**config.mk**
```make
export PLATFORM = sky130hd
export DESIGN_NAME = tcp_reset_frame_builder_top
export DESIGN_NICKNAME = d
export VERILOG_FILES = /design/src/rtl/rfb_pkg.sv /design/src/rtl/rfb_front.sv /design/src/rtl/rfb_queue.sv /design/src/rtl/rfb_back.sv /design/src/rtl/tcp_reset_frame_builder_top.sv
export VERILOG_INCLUDE_DIRS = /design/src /design/src/rtl
export SDC_FILE = /design/constraint.sdc
export NUM_CORES = 1
export LEC_CHECK = 0
export BUFFER_PORTS_ARGS = -buffer_cell sky130_fd_sc_hd__buf_2
export CAP_MARGIN = 5
export CORE_MARGIN = 8
export CORE_UTILIZATION = 28
export CTS_BUF_LIST = sky130_fd_sc_hd__clkbuf_16
export DETAILED_ROUTE_END_ITERATION = 12
export HOLD_SLACK_MARGIN = 0.05
export PLACE_DENSITY = 0.55
export SETUP_SLACK_MARGIN = 0.2
export SYNTH_ARGS = -nofsm -noshare
export SYNTH_HDL_FRONTEND = slang
export SYNTH_SLANG_ARGS = --single-unit
```
**constraint.sdc**
```tcl
create_clock -name clk -period 15.15 [get_ports clk]
set_input_delay 1.515 -clock clk [delete_from_list [all_inputs] [get_ports clk]]
set_output_delay 1.515 -clock clk [all_outputs]
set_load 0.01 [all_outputs]
```
**src/rtl/assert_macros.svh**
```systemverilog
// Assertion macros shared by the reset frame builder RTL.
// Active in simulation; empty when SYNTHESIS is defined.
`ifndef ASSERT_MACROS_SVH
`define ASSERT_MACROS_SVH
`ifndef SYNTHESIS
// Check on clk, ignored while rst_n is low.
`define RFB_ASSERT(lbl, prop, msg) \
  lbl: assert property (@(posedge clk) disable iff (!rst_n) prop) else $error(msg);
// Check on clk, also evaluated during reset.
`define RFB_ASSERT_NR(lbl, prop, msg) \
  lbl: assert property (@(posedge clk) prop) else $error(msg);
`else
`define RFB_ASSERT(lbl, prop, msg)
`define RFB_ASSERT_NR(lbl, prop, msg)
`endif
`endif

```
**src/rtl/rfb_pkg.sv**
```systemverilog
// Package for the TCP reset frame builder: payload structs, frame constants,
// checksum seeds and the ip identification LFSR step. No dependencies.
`timescale 1ns / 1ps

package rfb_pkg;

  localparam int FrameLen      = 54;
  localparam int CntW          = 6;
  localparam int AccW          = 20;
  localparam int SumSteps      = 8;   // emitted bytes that add a header word
  localparam int FoldDone      = 10;  // ends the fold steps that follow the adds
  localparam int RfbQueueDepth = 2;

  localparam logic [15:0] EtherTypeIpv4 = 16'h0800;
  localparam logic [7:0]  IpVerIhl      = 8'h45;
  localparam logic [7:0]  IpTos         = 8'h00;
  localparam logic [15:0] IpTotalLen    = 16'd40;
  localparam logic [15:0] IpFlagsFrag   = 16'h4000;
  localparam logic [7:0]  IpTtl         = 8'hFF;
  localparam logic [7:0]  IpProtoTcp    = 8'd6;
  localparam logic [7:0]  TcpDataOff    = 8'h50;
  localparam logic [7:0]  TcpFlagsRst   = 8'h04;
  localparam logic [15:0] TcpLen        = 16'd20;
  localparam logic [15:0] LfsrSeed      = 16'hACE1;

  // Constant words of each checksum, summed at elaboration.
  localparam logic [AccW-1:0] IpSumInit =
    AccW'({IpVerIhl, IpTos}) + AccW'(IpTotalLen) + AccW'(IpFlagsFrag) +
    AccW'({IpTtl, IpProtoTcp});
  localparam logic [AccW-1:0] TcpSumInit =
    AccW'(IpProtoTcp) + AccW'(TcpLen) + AccW'({TcpDataOff, TcpFlagsRst});

  typedef struct packed {
    logic [47:0] client_mac;
    logic [47:0] endpoint_mac;
    logic        endpoint_known;
    logic [31:0] client_ip;
    logic [31:0] server_ip;
    logic [15:0] client_port;
    logic [15:0] server_port;
    logic [31:0] client_next_seq;
    logic [31:0] server_next_seq;
    logic        ingress;
    logic        toward_server;
    logic        passive;
  } in_item_t;

  typedef struct packed {
    logic [7:0] frame_byte;
    logic       last_byte;
  } out_item_t;

  // Resolved frame descriptor passed from front to back.
  typedef struct packed {
    logic [47:0] dst_mac;
    logic [47:0] src_mac;
    logic [31:0] src_ip;
    logic [31:0] dst_ip;
    logic [15:0] src_port;
    logic [15:0] dst_port;
    logic [31:0] seq;
    logic [15:0] ip_id;
  } desc_t;

  typedef struct packed {
    logic empty;
    logic full;
  } q_stat_t;

  function automatic logic [15:0] lfsr_next(input logic [15:0] v);
    logic fb;
    fb = v[0] ^ v[2] ^ v[3] ^ v[5];
    return {fb, v[15:1]};
  endfunction

endpackage

```
**src/rtl/rfb_front.sv**
```systemverilog
// Front end: accepts sessions, drops passive or unknown-endpoint ones,
// resolves direction and stamps the ip id. Depends on rfb_pkg.
`timescale 1ns / 1ps

module rfb_front import rfb_pkg::*; (
  input  logic     clk,
  input  logic     rst_n,
  input  logic     in_valid,
  output logic     in_stall,
  input  in_item_t in_data,
  input  q_stat_t  q_stat,
  output logic     q_push,
  output desc_t    q_wr
);

  logic [15:0] lfsr_r, lfsr_nxt;
  logic        keep;
  logic        mac_swap;

  assign in_stall = q_stat.full;
  assign keep     = in_data.endpoint_known && !in_data.passive;
  assign q_push   = in_valid && !in_stall && keep;
  assign mac_swap = in_data.ingress != in_data.toward_server;
  assign lfsr_nxt = lfsr_next(lfsr_r);

  always_comb begin
    q_wr.dst_mac  = mac_swap ? in_data.client_mac : in_data.endpoint_mac;
    q_wr.src_mac  = mac_swap ? in_data.endpoint_mac : in_data.client_mac;
    q_wr.src_ip   = in_data.toward_server ? in_data.client_ip : in_data.server_ip;
    q_wr.dst_ip   = in_data.toward_server ? in_data.server_ip : in_data.client_ip;
    q_wr.src_port = in_data.toward_server ? in_data.client_port : in_data.server_port;
    q_wr.dst_port = in_data.toward_server ? in_data.server_port : in_data.client_port;
    q_wr.seq      = in_data.toward_server ? in_data.client_next_seq : in_data.server_next_seq;
    q_wr.ip_id    = lfsr_nxt;
  end

  // Advance only for frames that will be sent.
  always_ff @(posedge clk) begin
    if (!rst_n) begin
      lfsr_r <= LfsrSeed;
    end else if (q_push) begin
      lfsr_r <= lfsr_nxt;
    end
  end

endmodule

```
**src/rtl/rfb_queue.sv**
```systemverilog
// Short descriptor queue between front and back ends.
// Depends on rfb_pkg for desc_t and q_stat_t.
`timescale 1ns / 1ps

module rfb_queue import rfb_pkg::*; #(
  parameter int Depth = RfbQueueDepth
) (
  input  logic    clk,
  input  logic    rst_n,
  input  logic    q_push,
  input  desc_t   q_wr,
  input  logic    q_pop,
  output desc_t   q_rd,
  output q_stat_t q_stat
);

  localparam int PtrW = (Depth > 1) ? $clog2(Depth) : 1;
  localparam int CntQW = $clog2(Depth + 1);

  desc_t             mem_r [Depth];
  logic [PtrW-1:0]   wr_ptr_r, wr_ptr_nxt;
  logic [PtrW-1:0]   rd_ptr_r, rd_ptr_nxt;
  logic [CntQW-1:0]  count_r, count_nxt;

  assign q_rd         = mem_r[rd_ptr_r];
  assign q_stat.empty = (count_r == '0);
  assign q_stat.full  = (count_r == CntQW'(Depth));

  always_comb begin
    wr_ptr_nxt = wr_ptr_r;
    rd_ptr_nxt = rd_ptr_r;
    count_nxt  = count_r;
    if (q_push) begin
      wr_ptr_nxt = (wr_ptr_r == PtrW'(Depth - 1)) ? '0 : wr_ptr_r + 1'b1;
    end
    if (q_pop) begin
      rd_ptr_nxt = (rd_ptr_r == PtrW'(Depth - 1)) ? '0 : rd_ptr_r + 1'b1;
    end
    if (q_push && !q_pop) begin
      count_nxt = count_r + 1'b1;
    end else if (q_pop && !q_push) begin
      count_nxt = count_r - 1'b1;
    end
  end

  always_ff @(posedge clk) begin
    if (!rst_n) begin
      wr_ptr_r <= '0;
      rd_ptr_r <= '0;
      count_r  <= '0;
    end else begin
      wr_ptr_r <= wr_ptr_nxt;
      rd_ptr_r <= rd_ptr_nxt;
      count_r  <= count_nxt;
    end
  end

  always_ff @(posedge clk) begin
    if (q_push) begin
      mem_r[wr_ptr_r] <= q_wr;
    end
  end

endmodule

```
**src/rtl/rfb_back.sv**
```systemverilog
// Back end: serializes one descriptor into 54 frame bytes and folds both
// checksums while the header bytes go out. Depends on rfb_pkg.
`timescale 1ns / 1ps

module rfb_back import rfb_pkg::*; (
  input  logic      clk,
  input  logic      rst_n,
  input  q_stat_t   q_stat,
  input  desc_t     q_rd,
  output logic      q_pop,
  output logic      out_valid,
  input  logic      out_stall,
  output out_item_t out_data
);

  desc_t                desc_r;
  logic                 active_r, active_nxt;
  logic [CntW-1:0]      cnt_r, cnt_nxt;
  logic [AccW-1:0]      ip_acc_r, ip_acc_nxt;
  logic [AccW-1:0]      tcp_acc_r, tcp_acc_nxt;
  logic                 out_valid_r, out_valid_nxt;
  out_item_t            out_data_r;
  logic                 emit;
  logic                 last;
  logic                 load;
  logic [15:0]          ip_word;
  logic [15:0]          tcp_word;
  logic [FrameLen*8-1:0] frame_w;
  logic [7:0]           byte_sel;

  assign emit  = active_r && (!out_valid_r || !out_stall);
  assign last  = (cnt_r == CntW'(FrameLen - 1));
  assign load  = !q_stat.empty && (!active_r || (emit && last));
  assign q_pop = load;

  assign out_valid = out_valid_r;
  assign out_data  = out_data_r;

  // One header word per emitted byte during the first cycles.
  always_comb begin
    ip_word  = '0;
    tcp_word = '0;
    case (cnt_r)
      CntW'(0): begin ip_word = desc_r.src_ip[31:16]; tcp_word = desc_r.src_ip[31:16]; end
      CntW'(1): begin ip_word = desc_r.src_ip[15:0];  tcp_word = desc_r.src_ip[15:0];  end
      CntW'(2): begin ip_word = desc_r.dst_ip[31:16]; tcp_word = desc_r.dst_ip[31:16]; end
      CntW'(3): begin ip_word = desc_r.dst_ip[15:0];  tcp_word = desc_r.dst_ip[15:0];  end
      CntW'(4): begin ip_word = desc_r.ip_id;         tcp_word = desc_r.src_port;      end
      CntW'(5): tcp_word = desc_r.dst_port;
      CntW'(6): tcp_word = desc_r.seq[31:16];
      CntW'(7): tcp_word = desc_r.seq[15:0];
      default: begin
        ip_word  = '0;
        tcp_word = '0;
      end
    endcase
  end

  always_comb begin
    frame_w = {desc_r.dst_mac, desc_r.src_mac, EtherTypeIpv4,
               IpVerIhl, IpTos, IpTotalLen, desc_r.ip_id, IpFlagsFrag,
               IpTtl, IpProtoTcp, ~ip_acc_r[15:0], desc_r.src_ip, desc_r.dst_ip,
               desc_r.src_port, desc_r.dst_port, desc_r.seq, 32'h0,
               TcpDataOff, TcpFlagsRst, 16'h0, ~tcp_acc_r[15:0], 16'h0};
    byte_sel = frame_w[{CntW'(FrameLen - 1) - cnt_r, 3'b000} +: 8];
  end

  always_comb begin
    active_nxt    = active_r;
    cnt_nxt       = cnt_r;
    ip_acc_nxt    = ip_acc_r;
    tcp_acc_nxt   = tcp_acc_r;
    out_valid_nxt = out_valid_r && out_stall;
    if (emit) begin
      out_valid_nxt = 1'b1;
      cnt_nxt       = cnt_r + 1'b1;
      if (cnt_r < CntW'(SumSteps)) begin
        ip_acc_nxt  = ip_acc_r + AccW'(ip_word);
        tcp_acc_nxt = tcp_acc_r + AccW'(tcp_word);
      end else if (cnt_r < CntW'(FoldDone)) begin
        // End-around carry fold
        ip_acc_nxt  = AccW'(ip_acc_r[15:0]) + AccW'(ip_acc_r[AccW-1:16]);
        tcp_acc_nxt = AccW'(tcp_acc_r[15:0]) + AccW'(tcp_acc_r[AccW-1:16]);
      end
      if (last) begin
        active_nxt = 1'b0;
      end
    end
    if (load) begin
      active_nxt  = 1'b1;
      cnt_nxt     = '0;
      ip_acc_nxt  = IpSumInit;
      tcp_acc_nxt = TcpSumInit;
    end
  end

  always_ff @(posedge clk) begin
    if (!rst_n) begin
      active_r    <= 1'b0;
      cnt_r       <= '0;
      out_valid_r <= 1'b0;
    end else begin
      active_r    <= active_nxt;
      cnt_r       <= cnt_nxt;
      out_valid_r <= out_valid_nxt;
    end
  end

  always_ff @(posedge clk) begin
    ip_acc_r  <= ip_acc_nxt;
    tcp_acc_r <= tcp_acc_nxt;
    if (load) begin
      desc_r <= q_rd;
    end
    if (emit) begin
      out_data_r.frame_byte <= byte_sel;
      out_data_r.last_byte  <= last;
    end
  end

endmodule

```
**src/rtl/tcp_reset_frame_builder_top.sv**
```systemverilog
// Top level of the TCP reset frame builder: front end, descriptor queue,
// back end. Depends on rfb_pkg, rfb_front, rfb_queue, rfb_back, assert_macros.svh.
// Usage:
//   in_valid/in_stall/in_data carry one session descriptor per item. Items with
//   passive set or endpoint_known clear are taken and dropped without output.
//   out_valid/out_stall/out_data carry the 54-byte Ethernet/IPv4/TCP RST frame,
//   one byte per item in wire order, last_byte set on the final byte.
//   When the back end is idle, an accepted session passes the queue entry, the
//   back-end descriptor register and the output register before its first byte
//   is valid. The back end emits one byte per cycle unless out_stall holds it and
//   loads the next queued descriptor with the last byte, so frames follow with
//   no gap. The front end keeps accepting while the queue (QueueDepth entries)
//   has room; in_stall rises only when the queue is full. Checksums are summed
//   and folded in the back end over the first ten bytes of each frame, one
//   header word per byte. out_stall holds the output register and freezes the
//   back end; the queue still fills until full.
//   Reset (rst_n low, synchronous) empties the queue, drops any frame in flight
//   and reloads the ip identification LFSR with its seed.
`timescale 1ns / 1ps
`include "assert_macros.svh"

module tcp_reset_frame_builder_top import rfb_pkg::*; #(
  parameter int QueueDepth = RfbQueueDepth
) (
  input  logic      clk,
  input  logic      rst_n,
  input  logic      in_valid,
  output logic      in_stall,
  input  in_item_t  in_data,
  output logic      out_valid,
  input  logic      out_stall,
  output out_item_t out_data
);

  q_stat_t q_stat;
  logic    q_push;
  logic    q_pop;
  desc_t   q_wr;
  desc_t   q_rd;

  rfb_front u_front (
    .clk      (clk),
    .rst_n    (rst_n),
    .in_valid (in_valid),
    .in_stall (in_stall),
    .in_data  (in_data),
    .q_stat   (q_stat),
    .q_push   (q_push),
    .q_wr     (q_wr)
  );

  rfb_queue #(
    .Depth (QueueDepth)
  ) u_queue (
    .clk    (clk),
    .rst_n  (rst_n),
    .q_push (q_push),
    .q_wr   (q_wr),
    .q_pop  (q_pop),
    .q_rd   (q_rd),
    .q_stat (q_stat)
  );

  rfb_back u_back (
    .clk       (clk),
    .rst_n     (rst_n),
    .q_stat    (q_stat),
    .q_rd      (q_rd),
    .q_pop     (q_pop),
    .out_valid (out_valid),
    .out_stall (out_stall),
    .out_data  (out_data)
  );

  `RFB_ASSERT(a_pop_nonempty, q_pop |-> !q_stat.empty, "pop from empty queue")
  `RFB_ASSERT(a_push_not_full, q_push |-> !q_stat.full, "push into full queue")
  `RFB_ASSERT(a_id_nonzero, q_push |-> (q_wr.ip_id != 16'h0000), "ip id lfsr hit zero")
  `RFB_ASSERT_NR(a_reset_idle, !rst_n |=> !out_valid, "output valid after reset")

endmodule

```
## After elaboration in Yosys (flattened, before gate mapping)

Memories as Yosys holds them, arrays and structs flattened. A register that Yosys moved wholly into a read port is not among the register bits.
Cells that the tools add are included.

- Flip-flop bits (word level): 77
- Memory bits (writable): 480
- Input bits: 264
- Output and inout bits: 11
- Word-level logic and storage cells: 92
- Memories kept: 1

- $add $sub $neg: 10
- Order comparisons: 2
- Eq/ne operators: 10
- Shift operators: 1
- Mux-type cells: 23
- Bitwise gates (word level): 6
- Reduce and logical (&&, ||, !) cells: 28

Memory list:

| name | words | width | read ports | clocked after Yosys merged registers in | write ports | RTL line | source |
|---|---|---|---|---|---|---|---|
| u_queue.mem_r | 2 | 240 | 1 | 1 | 1 | rfb_queue.sv:20 | `desc_t mem_r [Depth];` |

Operators with widths:

| operator | count |
|---|---|
| 432-bit by 10-bit indexed part select with 8-bit output | 1 |
| 16-bit case mux with 8 select lines | 1 |
| 32-bit two-way mux | 3 |
| 48-bit two-way mux | 2 |
| 20-bit two-way mux | 4 |
| 16-bit case mux with 5 select lines | 1 |
| 20-bit by 16-bit adder with 20-bit output | 2 |
| 16-bit by 4-bit adder with 17-bit output | 2 |
| 16-bit two-way mux | 2 |
| 16-bit NOT | 2 |
| 6-bit by 3-bit equality test with 1-bit output (second input constant) | 4 |
| 6-bit by 2-bit equality test with 1-bit output (second input constant) | 2 |
| 6-bit by 4-bit < comparator with 1-bit output (second input constant) | 2 |
| 1-bit logical AND | 9 |
| 1-bit logical NOT | 8 |
| 1-bit two-way mux | 8 |
| 2-bit nonzero test | 4 |
| 6-bit by 1-bit adder with 6-bit output (second input constant) | 1 |
| 6-bit by 1-bit equality test with 1-bit output (second input constant) | 1 |
| 6-bit equality test (second input constant) | 1 |
| 6-bit logical NOT | 1 |
| 6-bit subtractor (first input constant) | 1 |
| 2-bit two-way mux | 2 |
| 2-bit AND reduction | 2 |
| other kinds (10) | 14 |

## Depth between registers and ports, before layout

Gate-level depths: netlist of the first run.

- Depth after elaboration: 9
- Mapped depth: 21
- Mapped depth without buffers: 15

## Modules after synthesis

From an unflattened synthesis of the first run, not the netlist that was laid out.

- Cell total of the unflattened synthesis: 2,591
- Area total of the unflattened synthesis: 37,444.7 um^2

By module, submodules not included:

| module | instances | cells each | area each (um^2) | seq. area each (um^2) |
|---|---|---|---|---|
| rfb_queue | 1 | 769 | 18,555.3 | 14,513.9 |
| rfb_back | 1 | 1,281 | 15,471.1 | 8,438.1 |
| rfb_front | 1 | 541 | 3,418.3 | 320.3 |

## Worst setup path after synthesis of the first run

No wires, ideal clock.

- Path type: in2reg
- Start: in in_data[0] in the netlist's numbering
- End: reg u_queue.wr_ptr_r
- Setup time: 105 ps
- Arrival time: 12,843 ps
- Required time: 15,045 ps
- Setup slack: 2,202 ps
- Cell stages on the path: 4
- Path buffers: 1
- Cell sequence: or3_1 -> clkbuf_1 -> nor2_1 -> o21a_1

- Longest elaborated chain between the ends: 3

RTL lines:

| item | RTL line | source |
|---|---|---|
| from (decl) | tcp_reset_frame_builder_top.sv:29 | `input in_item_t in_data,` |
| 1-bit logical NOT | rfb_front.sv:21 | `assign keep = in_data.endpoint_known && !in_data.passive;` |
| 1-bit logical AND | rfb_front.sv:21 |  |
| 1-bit logical AND | rfb_front.sv:22 | `assign q_push = in_valid && !in_stall && keep;` |
| to (signal assigned) | rfb_queue.sv:52 | `wr_ptr_r <= wr_ptr_nxt;` |
| to (decl) | rfb_queue.sv:21 | `logic [PtrW-1:0] wr_ptr_r, wr_ptr_nxt;` |

Every way passes these cells.
A chain may end at the register's enable or synchronous reset.

## Worst setup path in the final report of the first run

- Start: reg u_back.cnt_r[0]
- End: reg u_back.tcp_acc_r[14]

- Longest elaborated chain between the ends: 4
- Elaborated cells on any way between the ends: 19
- Classes of those cells: add/sub: 1; order compare: 2; eq/ne: 8; mux: 2; reduce/logical: 6

RTL lines:

| item | RTL line | source |
|---|---|---|
| from (decl) | rfb_back.sv:18 | `logic [CntW-1:0] cnt_r, cnt_nxt;` |
| from (signal assigned) | rfb_back.sv:104 | `cnt_r <= cnt_nxt;` |
| 6-bit by 3-bit equality test with 1-bit output (tied with other cells) | rfb_back.sv:43 | `case (cnt_r)` |
| 16-bit case mux with 8 select lines / 1-bit logical AND (equally long branches) | rfb_back.sv:43, rfb_back.sv:33 |  |
| 20-bit by 16-bit adder with 20-bit output / 1-bit logical OR (equally long branches) | rfb_back.sv:79, rfb_back.sv:33 |  |
| 20-bit two-way mux / 1-bit logical AND (equally long branches) | rfb_back.sv:77, rfb_back.sv:33 |  |
| to (signal assigned) | rfb_back.sv:111 | `tcp_acc_r <= tcp_acc_nxt;` |
| to (decl) | rfb_back.sv:20 | `logic [AccW-1:0] tcp_acc_r, tcp_acc_nxt;` |

Parallel ways exist; a longest one is shown, timed or not.

==> results.json, run 1 <==
{
  "status": "finished, final reports clean",
  "synth.distinct_cells": 84,
  "path_clk_slew_ns": 0.07,
  "portBuffers": 274,
  "ir_drop_v": 0.0001308,
  "worst_pin_slew_ns": 1.273,
  "fin_nets": 3140,
  "post-place-ws_ns": 9.491,
  "wl_per_cell_um": 21.63,
  "pwr_density_cell_nw_per_um2": 179.1,
  "initial_utilization_pct": 28.10,
  "synth-adder-area-share_pct": 1.878,
  "num_rows": 132,
  "gp_congestion": 0.8993,
  "comb_power_share_pct": 31.2,
  "min_path_type": "reg2reg",
  "layout_setup_ws_ns": 9.652,
  "synth_edf_count": 729,
  "dp_hpwl_um": 71660,
  "yosys_warnings": 0,
  "grt_use_total_pct": 13.57,
  "highest_layer": "met5",
  "firstDrtPassIters": 5,
  "tritoncts": "built",
  "end_kind": "flip-flop",
  "grt_pass1_vias": 22170,
  "p_clk_share_pct": 25.9,
  "drv_slew": 0,
  "die_w_um": 375.8,
  "finalCritPeriodShare_pct": 36.29,
  "wl_met1_um": 41940,
  "synthesis.area_um2": 36250,
  "vias": 22260,
  "synth.ff_latch_count": 797,
  "cts_resized": 0,
  "layoutNonFillerInstCount": 4630,
  "finClkSkew_ns": 0.02757,
  "synthSimpleGateAreaFrac_pct": 7.591,
  "wl_met3_um": 5832,
  "io_pins": 275,
  "setup_tns_ns": 0,
  "antenna_found_initial": 6,
  "die_height_um": 375.8,
  "synth_top_family_by_area": "multiplexers",
  "cts_num_sinks": 797,
  "switchingPower_mw": 2.593,
  "wl_um": 100200,
  "required_ns": 15.67,
  "startpoint_type": "flip-flop",
  "max_freq_ghz": 0.1819,
  "p_seq_share_pct": 42.8,
  "drive_gt1_share_pct": 30.00,
  "htreeDepth": 3,
  "clockBufferDepth": 3,
  "syn_inst": 2591,
  "avgSynthCellArea_um2": 13.99,
  "grt_pass1_wl_um": 145400,
  "grt_max_degree": 138,
  "maxCapViolations": 0,
  "dp.cells": 4483,
  "hold_buffers": 0,
  "p_int_mw": 4.914,
  "hold_violations": 0,
  "clk_latency_ns": 0.65,
  "crit_arrival_ns": 6.02,
  "period_needed_ns": 5.498,
  "area_growth_pct": 15.63,
  "dr.first_iter.drc_count": 1973,
  "grt_overflow": 0,
  "wl_met2_um": 49730,
  "synthXorXnorAreaFrac_pct": 1.212,
  "rsz0062_at_grt": "false",
  "root_buffer": "clkbuf_16",
  "synth_flop_cell": "edfxtp_1",
  "cts_buffers": 81,
  "slew_headroom_pct": 15.15,
  "synth_seq_area_share_pct": 64.15,
  "syn_nets": 2907,
  "synth_compound_gate_area_share_pct": 7.691,
  "path_class": "reg2reg",
  "dieArea_um2": 141200,
  "setup_violations": 0,
  "ant_nets": 0,
  "core_area_um2": 129000,
  "leakage_nw": 14.54,
  "async_flop_share_pct": 0,
  "swShare_pct": 34.54,
  "p_total_mw": 7.507,
  "vias_per_cell": 4.808,
  "crit_fanout": 44,
  "synthMuxAreaShare_pct": 15.17,
  "drc": 0,
  "cts_setup_buffers": 0
}
==> placed cells by master, fill, tap and decap left out, types with 55 or more instances in the layout <==
master,netlist,final
dfxtp_1,68,65
buf_2,30,273
nor2_1,70,69
a21oi_1,132,132
a22oi_1,55,55
mux2_2,379,379
o21ai_0,57,57
clkbuf_16,0,82
edfxtp_1,729,729
nand2_1,416,416
==> layout make-up <==
class / instances / area, um^2
clock inverter: 64 / 520.5
inverter: 26 / 105.1
timing repair buffer: 301 / 1593
multi-input combinational: 1617 / 12200
sequential: 797 / 23260
fill: 12690 / 87070
antenna: 1 / 2.502
clock buffer: 82 / 2052
tap: 1742 / 2180
==> worst paths after layout <==
path / slack (ns) / from / depth (start not counted) / endpoint
hold reg to reg: 0.49 / u_front.lfsr_r[0]$_SDFFE_PN1P_ / 2 / u_front.lfsr_r[0]$_SDFFE_PN1P_
setup reg to reg: 9.65 / u_back.cnt_r[0]$_SDFFE_PP0P_ / 12 / u_back.tcp_acc_r[14]$_SDFFE_PP1P_
hold / removal: 0.49 / u_front.lfsr_r[0]$_SDFFE_PN1P_ / 2 / u_front.lfsr_r[0]$_SDFFE_PN1P_
setup / recovery: 9.65 / u_back.cnt_r[0]$_SDFFE_PP0P_ / 12 / u_back.tcp_acc_r[14]$_SDFFE_PP1P_
==> metrics by stage <==
step | cell area (um^2) | util [%] | hold slack [ns]
after floorplan | 36250 | - | 0.4472
after global placement | 39340 | 30.50 | 0.4717
after detailed placement | 39340 | 30.50 | 0.4685
after CTS | 41910 | 32.49 | 0.4831
after global routing | 41910 | 32.49 | 0.4983
final | 41910 | 32.49 | 0.4857
==> worst max-delay path: stages (launching register included) <==
cell      delay [ns]
dfxtp_4         0.83
clkinv_1        0.81
ha_1            0.73
and3_1          0.71
a21oi_1         0.36
nand3_1         0.17
ha_1            0.42
a211oi_1        0.32
o21bai_1        0.19
or4_1           0.52
o311a_1         0.12
nand4_1         0.09
a31oi_1         0.08
==> Yosys cell counts, types with 9 or more instances <==
cell type	number	area, um^2
xor2_1	16	140.1
and2_1	9	56.30
o22ai_1	9	56.30
a21boi_0	10	75.07
nand4_1	13	81.33
buf_4	11	82.58
a211oi_1	13	97.59
ha_1	48	600.6
dfxtp_1	68	1361
inv_1	22	82.58
mux2i_1	33	330.3
nand3_1	49	245.2
buf_2	30	150.1
mux4_2	40	900.9
clkbuf_1	92	345.3
nor3_1	16	80.08
a21oi_1	132	660.6
o211ai_1	16	120.1
a21o_1	25	187.7
o21ai_0	57	285.3
edfxtp_1	729	21890
nor2b_1	9	56.30
a22oi_1	55	412.9
and3_1	12	75.07
nand2_1	416	1562
a221oi_1	14	122.6
nor2_1	70	262.8
a31oi_1	13	81.33
or3_1	12	75.07
mux2_2	379	4268
nand2b_1	15	93.84
xnor2_1	31	271.5
==> power groups by stage <==
stage / logic [mW] / clock network [mW] / registers [mW]
after global routing: 2.56 / 2.08 / 3.24
after floorplan: 1.71 / 0 / 3.06
after CTS: 2.36 / 2.00 / 3.21
after global placement: 2.35 / 0 / 3.26
after detailed placement: 2.35 / 0 / 3.24
final: 2.35 / 1.95 / 3.22
==> sequential cells by signal, summed over array words and instances, names as in the netlist <==
signal	count
u_back.active_r	1
u_back.cnt_r	6
u_back.desc_r	240
u_back.ip_acc_r	20
u_back.out_data	9
u_back.out_valid	1
u_back.tcp_acc_r	20
u_front.lfsr_r	16
u_queue.count_r	2
u_queue.mem_r	480
u_queue.rd_ptr_r	1
u_queue.wr_ptr_r	1
==> per-layer routing <==
| metal | vias up | track usage (%) |
|---|---|---|
| met5 | - | 0 |
| met4 | 10 | 3.994 |
| met3 | 154 | 2.411 |
| met2 | 701 | 23.27 |
| met1 | 11100 | 17.49 |
| li1 | 10300 | - |
==> kinds of logic (layout without fill, tap and decap cells) <==
logic type / count (synthesis) / count (layout)
AOI/OAI and AO/OA: 422 / 422
xor gates and xnor gates: 48 / 48
adders and majority gates: 52 / 52
buffers and inverters: 177 / 473
DFF: 797 / 797
muxes: 452 / 452
other: 0 / 1
and+or+nand+nor: 643 / 643
(Power assumes the default switching activity.)
==> inputs of run 2 (changes only) <==
Clock period 15.15 ns to 5.4 ns, I/O delays scaled along.
==> run 2 against run 1 <==
Non-clock buffer count is 16 higher. Final cell count is 0.52% higher. Critical endpoint is now u_back.tcp_acc_r[19]$_SDFFE_PP0P_. Fmax is 23% higher. Global-route usage grew 0.23 points. Register-to-register slack got worse by 8.7 ns. Via count up 0.46%. Critical path depth is 1 higher. Largest cell class unchanged. Worst setup slack worse by 8.7 ns. First-iteration DRC count is 3.3% lower. Design area is 1.2% higher. Die area is the same. Highest routed layer is now met4. Utilization up 0.39 points.
==> results.json, run 2 (synthesis results as in run 1) <==
{
  "status": "finished, final reports clean",
  "slew_headroom_pct": 23.16,
  "grtUsageMet1_pct": 18.36,
  "top_register": "u_queue.mem_r",
  "cts_num_sinks": 797,
  "final_cell_mix": "edfxtp_1 (729), nand2_1 (416), mux2_2 (379)",
  "finalCritPeriodShare_pct": 82.53,
  "vias": 22370,
  "dp_hpwl_um": 73620,
  "dr.first_iter.drc_count": 1908,
  "portBuffers": 274,
  "fin_hold_ws_ns": 0.1851,
  "worst_pin_slew_ns": 1.149,
  "antenna_found_initial": 1,
  "clk_latency_ns": 0.65,
  "core_area_um2": 129000,
  "grt_pass1_vias": 21830,
  "num_rows": 132,
  "startpoint_type": "flip-flop",
  "gp_congestion": 0.9135,
  "hold_buffers": 0,
  "htreeDepth": 3,
  "final_common_cell": "edfxtp_1",
  "clockBufferDepth": 3,
  "cts_setup_buffers": 0,
  "hold_violations": 0,
  "required_ns": 5.97,
  "wl_um": 102600,
  "rsz0062_at_grt": "false",
  "cts_resized": 0,
  "path_class": "reg2reg",
  "drc": 0,
  "io_pins": 275,
  "drive_gt1_share_pct": 30.37,
  "period_needed_ns": 4.457,
  "dieArea_um2": 141200,
  "area_growth_pct": 17.03,
  "cts_buffers": 83,
  "grt_use_total_pct": 13.80,
  "min_from": "in_data[174]",
  "p_int_mw": 14.14,
  "path_clk_slew_ns": 0.07,
  "grt_busiest_layer": "met2",
  "setup_violations": 0,
  "firstDrtPassIters": 5,
  "min_to": "u_queue.mem_r[0][202]$_DFFE_PP_",
  "reg_top3": "u_queue.mem_r x480, u_back.desc_r x240",
  "grt_max_degree": 136,
  "ir_drop_v": 0.0002938,
  "fin_nets": 3158,
  "p_clk_share_pct": 27.0,
  "root_buffer": "clkbuf_16",
  "initial_utilization_pct": 28.10,
  "gr-usage-met3_pct": 2.128,
  "pwr_density_cell_nw_per_um2": 508.0,
  "reg2reg_slack_ns": 0.94,
  "r2r_end": "u_back.tcp_acc_r[19]$_SDFFE_PP0P_",
  "leakage_nw": 14.76,
  "max_freq_ghz": 0.2244,
  "grt_overflow": 0,
  "met2_usage_pct": 23.67,
  "die_w_um": 375.8,
  "grt_pass1_wl_um": 147100,
  "comb_power_share_pct": 31.3,
  "drv_slew": 0,
  "wl_per_cell_um": 22.04,
  "swShare_pct": 34.37,
  "ant_nets": 0,
  "finClkSkew_ns": 0.02772,
  "crit_arrival_ns": 5.03,
  "min_path_cells": 3,
  "setup_tns_ns": 0,
  "maxCapViolations": 0,
  "die_height_um": 375.8,
  "reg2reg_from": "u_back.cnt_r[0]$_SDFFE_PP0P_",
  "p_seq_share_pct": 41.7,
  "crit_fanout": 20,
  "vias_per_cell": 4.806,
  "min_path_type": "in2reg",
  "switchingPower_mw": 7.407,
  "reg2regPathDepth": 13,
  "tritoncts": "built",
  "end_kind": "flip-flop",
  "largest_reg_flops": 480
}
-- run 2: cell types whose count changed in the layout (fill, tap and decap cells not counted) --
cell        before  now
clkinv_2        18   13
clkinv_1        15   20
clkinvlp_4       5    7
buf_12           1   13
inv_8            2    1
inv_6            7    2
bufinv_16        6   11
inv_1           32   33
clkbuf_16       82   84
buf_4           26   30
clkinv_8         1    4
clkinv_16        0    1
-- run 2: layout make-up --
class / count / area, um^2
inverters: 26 / 105.1
flip-flops and latches: 797 / 23260
fillers: 12650 / 86570
multi-input cells: 1617 / 12200
clock buffers: 84 / 2102
well taps: 1742 / 2180
diodes: 1 / 2.502
repair buffers: 317 / 1863
clock inverters: 70 / 706.9
-- run 2: worst max-delay path by stage --
stage / start / to / slack [ns]
floorplan: in_data[0] / u_queue.mem_r[0][0]$_DFFE_PP_ / 0.26
global placement: u_back.cnt_r[0]$_SDFFE_PP0P_ / u_back.tcp_acc_r[19]$_SDFFE_PP0P_ / 1.16
detailed placement: u_back.cnt_r[0]$_SDFFE_PP0P_ / u_back.tcp_acc_r[19]$_SDFFE_PP0P_ / 1.10
CTS: u_back.cnt_r[0]$_SDFFE_PP0P_ / u_back.tcp_acc_r[19]$_SDFFE_PP0P_ / 1.01
global route: u_back.cnt_r[0]$_SDFFE_PP0P_ / u_back.tcp_acc_r[18]$_SDFFE_PP0P_ / 0.70
finish: u_back.cnt_r[0]$_SDFFE_PP0P_ / u_back.tcp_acc_r[19]$_SDFFE_PP0P_ / 0.94
-- run 2: per-stage QoR --
| stage | worst slack [ns] | util [%] | instances | power, mW | area, um^2 |
|---|---|---|---|---|---|
| after floorplan | 0.2622 | - | 2591 | 13.35 | 36260 |
| after global placement | 1.160 | 30.71 | 4499 | 15.87 | 39610 |
| after detailed placement | 1.095 | 30.71 | 4499 | 15.81 | 39610 |
| after CTS | 1.007 | 32.89 | 4653 | 21.71 | 42420 |
| after global routing | 0.7026 | 32.89 | 4653 | 22.55 | 42420 |
| final | 0.9432 | 32.89 | 4654 | 21.55 | 42420 |
-- run 2: worst max-delay path, stage by stage, from the launching register on --
cell,delay [ns]
dfxtp_4,0.36
clkinv_1,0.53
ha_1,0.74
a22oi_1,0.27
a21oi_1,0.19
a21oi_1,0.26
nand3_1,0.17
ha_1,0.42
o21ai_1,0.21
a21oi_1,0.09
o311a_1,0.29
a311oi_1,0.49
o21ai_0,0.20
a21oi_1,0.17
-- run 2: power groups by stage --
| stage | logic [mW] | clock network, mW | registers [mW] |
|---|---|---|---|
| global route | 7.33 | 6.19 | 9.03 |
| CTS | 6.79 | 5.97 | 8.95 |
| global placement | 6.77 | 0 | 9.10 |
| detailed placement | 6.75 | 0 | 9.06 |
| floorplan | 4.79 | 0 | 8.56 |
| finish | 6.75 | 5.83 | 8.98 |
-- run 2: layer usage --
metal	share of wire, %	wire (um)
met2	50	51000
met4	1.7	1766
met5	0	0
met3	5.1	5219
met1	43	44580
